[src/kda_pkg.sv]
// ----------------------------------------------------------------------------
// kda_pkg
// shared widths, reset values, register indexes and lane/merge types
// ----------------------------------------------------------------------------
package kda_pkg;

  localparam int unsigned NUM_KEYS_DEF = 4;
  localparam int unsigned LEVEL_W      = 4;   // keys with a level input
  localparam int unsigned MASK_W       = 4;   // keys with a repeat mask bit
  localparam int unsigned TIME_W       = 32;
  localparam int unsigned CFG_W        = 16;
  localparam int unsigned ADDR_W       = 2;
  localparam int unsigned EVENT_W      = 3;
  localparam int unsigned IN_DATA_W    = 40;  // 36 payload bits padded to bytes
  localparam int unsigned OUT_DATA_W   = 8;

  localparam logic [CFG_W-1:0]  DEBOUNCE_RST = 16'd20;
  localparam logic [CFG_W-1:0]  DELAY_RST    = 16'd500;
  localparam logic [CFG_W-1:0]  INTERVAL_RST = 16'd100;
  localparam logic [MASK_W-1:0] MASK_RST     = 4'd3;

  localparam logic [EVENT_W-1:0] EVENT_NONE = '0;
  localparam logic [EVENT_W-1:0] EVENT_MAX  = EVENT_W'(MASK_W);

  // configuration register indexes
  localparam logic [ADDR_W-1:0] REG_DEBOUNCE = 2'd0;
  localparam logic [ADDR_W-1:0] REG_DELAY    = 2'd1;
  localparam logic [ADDR_W-1:0] REG_INTERVAL = 2'd2;
  localparam logic [ADDR_W-1:0] REG_MASK     = 2'd3;

  // what one lane found for its key on this scan
  typedef struct packed {
    logic press;     // becomes stably pressed now
    logic rpt;       // qualifies for an auto-repeat event
  } lane_flags_t;

  // what the merge stage lets each key do
  typedef struct packed {
    logic commit;        // key was sampled on this scan
    logic stamp_press;   // take press and repeat stamps
    logic stamp_repeat;  // take repeat stamp
  } key_ctl_t;

endpackage

[src/kda_lane.sv]
// ----------------------------------------------------------------------------
// kda_lane
// one key: raw level latch, debounce check and repeat qualification
// ----------------------------------------------------------------------------
module kda_lane
  import kda_pkg::*;
(
  input  logic [TIME_W-1:0] now_ms,
  input  logic              level,
  input  logic              may_repeat,
  input  logic [CFG_W-1:0]  debounce_ms,
  input  logic [CFG_W-1:0]  repeat_delay_ms,
  input  logic [CFG_W-1:0]  repeat_interval_ms,
  input  logic              raw_r,
  input  logic              stable_r,
  input  logic [TIME_W-1:0] change_r,
  input  logic [TIME_W-1:0] press_r,
  input  logic [TIME_W-1:0] repeat_r,
  output logic              raw_nxt,
  output logic              stable_nxt,
  output logic [TIME_W-1:0] change_nxt,
  output lane_flags_t       flags
);

  logic [TIME_W-1:0] since_change;
  logic [TIME_W-1:0] since_press;
  logic [TIME_W-1:0] since_repeat;
  logic              settle;

  always_comb begin
    raw_nxt      = level;
    change_nxt   = (level != raw_r) ? now_ms : change_r;
    since_change = now_ms - change_nxt;
    since_press  = now_ms - press_r;
    since_repeat = now_ms - repeat_r;
    settle       = (stable_r != raw_nxt) && (since_change >= TIME_W'(debounce_ms));
    stable_nxt   = settle ? raw_nxt : stable_r;
    flags.press  = settle && raw_nxt;
    // stable level after a possible release decides repeat eligibility
    flags.rpt    = may_repeat && stable_nxt &&
                   (since_press >= TIME_W'(repeat_delay_ms)) &&
                   (since_repeat >= TIME_W'(repeat_interval_ms));
  end

endmodule

[src/kda_merge.sv]
// ----------------------------------------------------------------------------
// kda_merge
// priority pick over the lanes: first press ends the scan, else first repeat
// ----------------------------------------------------------------------------
module kda_merge
  import kda_pkg::*;
#(
  parameter int unsigned NUM_KEYS = NUM_KEYS_DEF
) (
  input  lane_flags_t [NUM_KEYS-1:0] flags,
  output key_ctl_t    [NUM_KEYS-1:0] ctl,
  output logic        [EVENT_W-1:0]  key_event
);

  logic any_press;
  logic blocked;
  logic rpt_taken;

  always_comb begin
    any_press = 1'b0;
    for (int k = 0; k < NUM_KEYS; k++) begin
      any_press = any_press | flags[k].press;
    end

    blocked   = 1'b0;
    rpt_taken = 1'b0;
    key_event = EVENT_NONE;
    for (int k = 0; k < NUM_KEYS; k++) begin
      ctl[k].commit       = !blocked;
      ctl[k].stamp_press  = !blocked && flags[k].press;
      ctl[k].stamp_repeat = !any_press && !rpt_taken && flags[k].rpt;
      if (ctl[k].stamp_press || ctl[k].stamp_repeat) begin
        key_event = EVENT_W'(k + 1);
      end
      blocked   = blocked | flags[k].press;
      rpt_taken = rpt_taken | ctl[k].stamp_repeat;
    end
  end

endmodule

[src/key_debounce_auto_repeat.sv]
// ----------------------------------------------------------------------------
// key_debounce_auto_repeat
// key debounce with press events and auto-repeat, one scan per item
// ----------------------------------------------------------------------------
// Each input item is one scan: a 32-bit millisecond time and the raw levels
// of the keys. One lane per key latches level changes with their time, checks
// the debounce interval and the repeat timing, all with wrapping 32-bit time
// differences; a merge stage then picks the lowest key that became stably
// pressed (keys above it are left untouched on that scan) or, without a press,
// the lowest masked held key due for a repeat. Every item produces exactly one
// result item; key_event 0 means no event. The whole scan is evaluated in the
// cycle the item is accepted; the critical path is the lane's 32-bit subtract
// and compare followed by the priority pick. A new item can be taken every
// cycle, also while a result waits, until the two-entry output buffer (output
// register plus skid stage) is full. Configuration writes take effect on the
// next scan and should be made while the block is idle.
// ----------------------------------------------------------------------------
module key_debounce_auto_repeat
  import kda_pkg::*;
#(
  parameter int unsigned NUM_KEYS = NUM_KEYS_DEF
) (
  input  logic                  clk,
  input  logic                  rst_n,
  // scan items
  input  logic                  in_tvalid,
  output logic                  in_tready,
  input  logic [IN_DATA_W-1:0]  in_tdata,   // [31:0] now_ms, [35:32] key_levels
  // events
  output logic                  out_tvalid,
  input  logic                  out_tready,
  output logic [OUT_DATA_W-1:0] out_tdata,  // [2:0] key_event
  // configuration writes
  input  logic                  cfg_wr_en,
  input  logic [ADDR_W-1:0]     cfg_addr,
  input  logic [CFG_W-1:0]      cfg_wdata
);

  // config registers
  logic [CFG_W-1:0]  debounce_r;
  logic [CFG_W-1:0]  delay_r;
  logic [CFG_W-1:0]  interval_r;
  logic [MASK_W-1:0] mask_r;

  // per-key state
  logic [NUM_KEYS-1:0] raw_r;
  logic [NUM_KEYS-1:0] stable_r;
  logic [TIME_W-1:0]   change_r [NUM_KEYS];
  logic [TIME_W-1:0]   press_r  [NUM_KEYS];
  logic [TIME_W-1:0]   repeat_r [NUM_KEYS];

  // lane results
  logic [NUM_KEYS-1:0]         raw_nxt;
  logic [NUM_KEYS-1:0]         stable_nxt;
  logic [TIME_W-1:0]           change_nxt [NUM_KEYS];
  lane_flags_t [NUM_KEYS-1:0]  flags;
  key_ctl_t    [NUM_KEYS-1:0]  ctl;
  logic [EVENT_W-1:0]          key_event;
  logic [NUM_KEYS-1:0]         grant;

  // output buffer
  logic               out_valid_r;
  logic [EVENT_W-1:0] out_event_r;
  logic               skid_valid_r;
  logic [EVENT_W-1:0] skid_event_r;

  logic [TIME_W-1:0]  now_ms;
  logic [LEVEL_W-1:0] key_levels;
  logic               accept;
  logic               out_free;

  assign now_ms     = in_tdata[TIME_W-1:0];
  assign key_levels = in_tdata[TIME_W +: LEVEL_W];
  assign in_tready  = !skid_valid_r;
  assign accept     = in_tvalid && in_tready;
  assign out_free   = !out_valid_r || out_tready;
  assign out_tvalid = out_valid_r;
  assign out_tdata  = {{(OUT_DATA_W-EVENT_W){1'b0}}, out_event_r};

  // configuration writes
  always_ff @(posedge clk) begin
    if (!rst_n) begin
      debounce_r <= DEBOUNCE_RST;
      delay_r    <= DELAY_RST;
      interval_r <= INTERVAL_RST;
      mask_r     <= MASK_RST;
    end else if (cfg_wr_en) begin
      case (cfg_addr)
        REG_DEBOUNCE: debounce_r <= cfg_wdata;
        REG_DELAY:    delay_r    <= cfg_wdata;
        REG_INTERVAL: interval_r <= cfg_wdata;
        REG_MASK:     mask_r     <= cfg_wdata[MASK_W-1:0];
        default: ;
      endcase
    end
  end

  // one lane per key
  for (genvar k = 0; k < NUM_KEYS; k++) begin : g_lane
    logic level;
    logic may_repeat;

    // keys without an input bit read released, without a mask bit never repeat
    if (k < LEVEL_W) begin : g_lvl
      assign level = key_levels[k];
    end else begin : g_nolvl
      assign level = 1'b0;
    end
    if (k < MASK_W) begin : g_msk
      assign may_repeat = mask_r[k];
    end else begin : g_nomsk
      assign may_repeat = 1'b0;
    end

    kda_lane u_lane (
      .now_ms             (now_ms),
      .level              (level),
      .may_repeat         (may_repeat),
      .debounce_ms        (debounce_r),
      .repeat_delay_ms    (delay_r),
      .repeat_interval_ms (interval_r),
      .raw_r              (raw_r[k]),
      .stable_r           (stable_r[k]),
      .change_r           (change_r[k]),
      .press_r            (press_r[k]),
      .repeat_r           (repeat_r[k]),
      .raw_nxt            (raw_nxt[k]),
      .stable_nxt         (stable_nxt[k]),
      .change_nxt         (change_nxt[k]),
      .flags              (flags[k])
    );

    // levels reset to released; stamps are read only after being written
    always_ff @(posedge clk) begin
      if (!rst_n) begin
        raw_r[k]    <= 1'b0;
        stable_r[k] <= 1'b0;
      end else if (accept && ctl[k].commit) begin
        raw_r[k]    <= raw_nxt[k];
        stable_r[k] <= stable_nxt[k];
      end
    end

    always_ff @(posedge clk) begin
      if (accept && ctl[k].commit) begin
        change_r[k] <= change_nxt[k];
      end
      if (accept && ctl[k].stamp_press) begin
        press_r[k] <= now_ms;
      end
      if (accept && (ctl[k].stamp_press || ctl[k].stamp_repeat)) begin
        repeat_r[k] <= now_ms;
      end
    end
  end

  kda_merge #(
    .NUM_KEYS (NUM_KEYS)
  ) u_merge (
    .flags     (flags),
    .ctl       (ctl),
    .key_event (key_event)
  );

  // output register with skid stage behind it
  always_ff @(posedge clk) begin
    if (!rst_n) begin
      out_valid_r  <= 1'b0;
      skid_valid_r <= 1'b0;
    end else if (out_free) begin
      if (skid_valid_r) begin
        out_valid_r  <= 1'b1;
        out_event_r  <= skid_event_r;
        skid_valid_r <= 1'b0;
      end else begin
        out_valid_r <= accept;
        if (accept) begin
          out_event_r <= key_event;
        end
      end
    end else if (accept) begin
      skid_valid_r <= 1'b1;
      skid_event_r <= key_event;
    end
  end

  // per-key event grant, press or repeat
  always_comb begin
    for (int k = 0; k < NUM_KEYS; k++) begin
      grant[k] = ctl[k].stamp_press || ctl[k].stamp_repeat;
    end
  end

  // skid stage only fills behind a held output
  assert property (@(posedge clk) disable iff (!rst_n) skid_valid_r |-> out_valid_r)
    else $error("skid entry without output entry");

  // key state moves only on an accepted scan
  assert property (@(posedge clk) disable iff (!rst_n)
    !accept |=> ($stable(stable_r) && $stable(raw_r)))
    else $error("key state changed without a scan");

  // a scan grants at most one event
  assert property (@(posedge clk) disable iff (!rst_n)
    accept |-> $onehot0(grant))
    else $error("more than one key granted");

  // event codes stay within the keys that can fire
  assert property (@(posedge clk) disable iff (!rst_n)
    out_valid_r |-> (out_event_r <= EVENT_MAX))
    else $error("event code out of range");

  // a held result is not overwritten
  assert property (@(posedge clk) disable iff (!rst_n)
    (out_valid_r && !out_tready) |=> (out_valid_r && $stable(out_event_r)))
    else $error("stalled result changed");

endmodule
[config.mk]
export PLATFORM = sky130hd
export DESIGN_NAME = key_debounce_auto_repeat
export DESIGN_NICKNAME = d
export VERILOG_FILES = /design/src/kda_pkg.sv /design/src/kda_lane.sv /design/src/kda_merge.sv /design/src/key_debounce_auto_repeat.sv
export SDC_FILE = /design/constraint.sdc
export NUM_CORES = 2
export LEC_CHECK = 0
export ABC_CLOCK_PERIOD_IN_PS = 21900
export BUFFER_PORTS_ARGS = -buffer_cell sky130_fd_sc_hd__buf_4
export CORE_ASPECT_RATIO = 0.6
export CORE_MARGIN = 3
export CORE_UTILIZATION = 51
export CTS_CLUSTER_SIZE = 10
export DETAILED_ROUTE_END_ITERATION = 7
export PLACE_DENSITY = 0.67
export SLEW_MARGIN = 20
export SYNTH_ARGS = -nofsm -noshare
export SYNTH_HDL_FRONTEND = slang
export SYNTH_SLANG_ARGS = --single-unit
[constraint.sdc]
create_clock -name clk -period 21.9 [get_ports clk]
set_input_delay 1.095 -clock clk [delete_from_list [all_inputs] [get_ports clk]]
set_output_delay 1.095 -clock clk [all_outputs]
set_load 0.005 [all_outputs]
==> impl_metrics.py <==
metrics = {
    "status": {
        "outcome": "finished clean",
    },
    "placed_design": {
        "dp_hpwl_mm": 105,
        "place_area_sq_um": 45300,
        "io_buffers": 63,
        "gp_congestion": 0.963,
    },
    "worst_hold_path": {
        "hold-path-cell-count": 2,
        "min-delay-path-class": "flip-flop to flip-flop",
        "min_to": "interval_r[1]",
        "hp-start": "interval_r[1]",
    },
    "sta": {
        "setup_tns_ns": 0,
        "drv_slew": 0,
        "fin_skew_ns": 0.0406,
        "rsz0062_at_grt": "false",
        "relSlewSlack_pct": 22.1,
        "fin_crit_ns": 8.43,
        "period_share_pct": 38.5,
        "max_slew.worst_pin.slew_ns": 1.16,
        "hold_viol_final": 0,
        "fmax_mhz": 119,
        "setup_viol": 0,
    },
    "worst_setup_path": {
        "worst-path-buf-inv": 3,
        "slowest_delay_ns": 0.86,
        "path_class": "primary input to flip-flop",
        "crit_path_max_fanout": 32,
        "worstRegToRegCells": 24,
        "regToRegSetupSlack_ns": 13.58,
        "cp.arrival_ns": 8.67,
        "r2r-start": "raw_r[1]",
        "cp_common_cell": "nand2_1",
        "crit-reg2reg-capture": "repeat_r[2][5]",
        "critPathTopFamily": "compound AO/OA/AOI/OAI gates",
        "cp_data_required_time_ns": 22.14,
        "crit_path_start_kind": "primary input",
        "crit_path_end_kind": "flip-flop",
        "slowest_stage": "nor2_4",
    },
    "logic_synthesis": {
        "synth_edf_count": 390,
        "synth_flop_cell": "edfxtp_1",
        "ys_types": 115,
        "async_flop_share_pct": 0,
        "synth_top_family_by_area": "compound AO/OA/AOI/OAI gates",
        "synthCells": 5176,
        "synth-seq-cells": 452,
        "synthAdderAreaFrac_pct": 16.4,
        "synthXorXnorAreaFrac_pct": 4.88,
        "synth_compound_area_share_pct": 23.1,
        "avgSynthCellArea_sq_um": 8.42,
        "synthMuxAreaShare_pct": 1.71,
        "synth_simple_gate_area_share_pct": 18.2,
        "ys_warn_count": 0,
        "synth_area_sq_um": 43600,
        "synth_seq_area_share_pct": 29.7,
    },
    "drt": {
        "wl_mm": 143,
        "via_count": 39400,
        "first_iter_violations": 5055,
        "wl_per_cell_microns": 22.4,
        "drtPass1Iterations": 6,
        "post-route-drc-count": 0,
        "ant_nets": 0,
        "vias_per_cell": 6.19,
    },
    "clock_network": {
        "cts_resized": 0,
        "cts-root-buf": "clkbuf_16",
        "cts_setup_buffers": 0,
        "cts_buffer_depth": 3,
        "cts.hold.buffers_added": 0,
        "clkTransAtPathRegs_ns": 0.06,
        "numCtsBuffers": 54,
        "clk_latency_ns": 0.65,
        "cts.sinks": 452,
        "cts_tree": "yes",
        "htreeDepth": 2,
    },
    "floorplanning": {
        "boundaryPins": 73,
        "dieWidth_microns": 383,
        "die_h_microns": 232,
        "die_area_sq_um": 89100,
        "floorplan.initialDensity_pct": 51.8,
        "rows": 82,
        "core_area_sq_um": 84000,
    },
    "final_layout": {
        "diodes": 0,
        "num-nets-final": 5804,
        "area_growth_pct": 8.02,
        "drive_gt1_share_pct": 5.12,
        "fin_area_sq_um": 47100,
    },
    "grt": {
        "use_met1_pct": 46.9,
        "grt_pass1_wl_mm": 213,
        "met2_usage_pct": 41.6,
        "grt_max_degree": 67,
        "grt-busiest-layer": "met1",
        "overflow": 0,
        "grt_pass1_vias": 34800,
        "antenna_found_initial": 10,
        "grt_use_met3_pct": 10.7,
        "track_usage_pct": 31.2,
    },
    "pwr": {
        "finalPower_mw": 3.00,
        "vdd_drop_max_mv": 0.0705,
        "p_leak_nw": 20.0,
        "power.density_nw_per_um2": 63.8,
    },
    "run": {
        "cap_violations": 0,
    },
}
==> per-layer routing <==
| metal | part of all wire (%) | vias to the layer above |
|---|---|---|
| met5 | 0.098 | - |
| met2 | 37 | 1779 |
| met4 | 2.7 | 8 |
| met1 | 47 | 18400 |
| met3 | 13 | 205 |
| li1 | - | 19000 |
==> per-stage QoR <==
step	worst slack, ns	std cells	hold slack (ns)	util [%]
CTS	13.61	6365	0.468	55.9
global placement	13.12	6264	0.452	53.9
global route	13.11	6368	0.483	56.0
finish	13.47	6368	0.462	56.0
detailed placement	13.00	6264	0.461	53.9
floorplan	12.90	5180	0.443	-
==> worst max path at each step <==
stage / end / start / slack (ns) / cells past startpoint
detailed placement: repeat_r[2][13] / in_tdata[35] / 13.00 / 29
CTS: repeat_r[2][11] / in_tdata[35] / 13.61 / 29
global placement: repeat_r[2][13] / in_tdata[35] / 13.12 / 29
finish: repeat_r[2][5] / in_tdata[0] / 13.47 / 25
global route: repeat_r[2][13] / in_tdata[35] / 13.11 / 26
floorplan: repeat_r[3][0] / in_tdata[32] / 12.90 / 30
==> power breakdown <==
| group | switching [mW] | internal, mW | leakage, nW |
|---|---|---|---|
| registers | 0.0154 | 0.981 | 4.12 |
| logic | 0.696 | 0.419 | 15.0 |
| clock network | 0.384 | 0.509 | 0.812 |
==> state kept, by name, summed over array words and instances, names as in the netlist <==
signal,flops
change_r,128
press_r,128
repeat_r,128
debounce_r,16
delay_r,16
interval_r,16
mask_r,4
raw_r,4
stable_r,4
out_event_r,3
skid_event_r,3
out_tvalid,1
skid_valid_r,1
==> synth_stat cells, types with 56 or more instances <==
| master | instances | area share (%) |
|---|---|---|
| nand3_1 | 106 | 1.2 |
| and2_1 | 83 | 1.2 |
| a21o_1 | 142 | 2.4 |
| mux2i_1 | 61 | 1.4 |
| edfxtp_1 | 390 | 27 |
| inv_1 | 519 | 4.5 |
| clkbuf_1 | 126 | 1.1 |
| nand4_1 | 90 | 1.3 |
| o21a_1 | 63 | 1.1 |
| nor2b_1 | 89 | 1.3 |
| ha_1 | 542 | 16 |
| nor3_1 | 93 | 1.1 |
| xnor2_1 | 132 | 2.7 |
| a211oi_1 | 66 | 1.1 |
| o21ai_0 | 304 | 3.5 |
| xor2_1 | 109 | 2.2 |
| dfxtp_1 | 62 | 2.8 |
| nand2b_1 | 74 | 1.1 |
| a21oi_1 | 429 | 4.9 |
| nand2_1 | 581 | 5.0 |
| nor2_1 | 313 | 2.7 |
| a31oi_1 | 56 | 0.80 |
==> cells in the final DEF, fill, tap and decap left out, types with 90 or more instances in the layout <==
| cell type | instances |
|---|---|
| nand2_1 | 581 |
| ha_1 | 542 |
| inv_1 | 519 |
| a21oi_1 | 428 |
| edfxtp_1 | 390 |
| nor2_1 | 305 |
| o21ai_0 | 304 |
| a21o_1 | 142 |
| xnor2_1 | 129 |
| xor2_1 | 106 |
| nand3_1 | 106 |
| buf_4 | 103 |
| nor3_1 | 93 |
| nand4_1 | 90 |
==> worst register-to-register path: stages, from the launching register on <==
cell and delay (ns):
dfxtp_1 0.49, xnor2_2 0.15, buf_4 0.51, o21ai_0 0.23, ha_1 0.28, o211a_1 0.25
o21ai_1 0.54, nand2_1 0.11, nand2_1 0.13, a31o_2 0.17, a21oi_1 0.07, xnor2_1 0.27
ha_1 0.32, a221oi_1 0.25, o2111ai_1 0.16, a2111o_1 0.30, nor4_1 0.37, o311ai_0 0.21
a211oi_1 0.24, nand4_1 0.24, o311ai_2 0.85, nand2_1 0.23, nor4_1 0.43, a31oi_1 0.27
nor2_4 0.86
==> logic make-up after synthesis <==
group | after synthesis
DFF | 452
muxes | 73
buffers and inverters | 674
AOI/OAI and AO/OA | 1530
and+or+nand+nor | 1636
xor gates and xnor gates | 242
adders and majority gates | 568
other | 1
==> final cells by class <==
class | instances | area, sq um
Fill cell | 7762 | 37000
Multi-Input combinational cell | 4054 | 28200
Sequential cell | 452 | 13000
Inverter | 521 | 1960
Clock buffer | 97 | 1670
Tap cell | 1134 | 1420
Timing Repair Buffer | 106 | 841
Clock inverter | 4 | 21.3
Power figures use the tool's default switching activity.
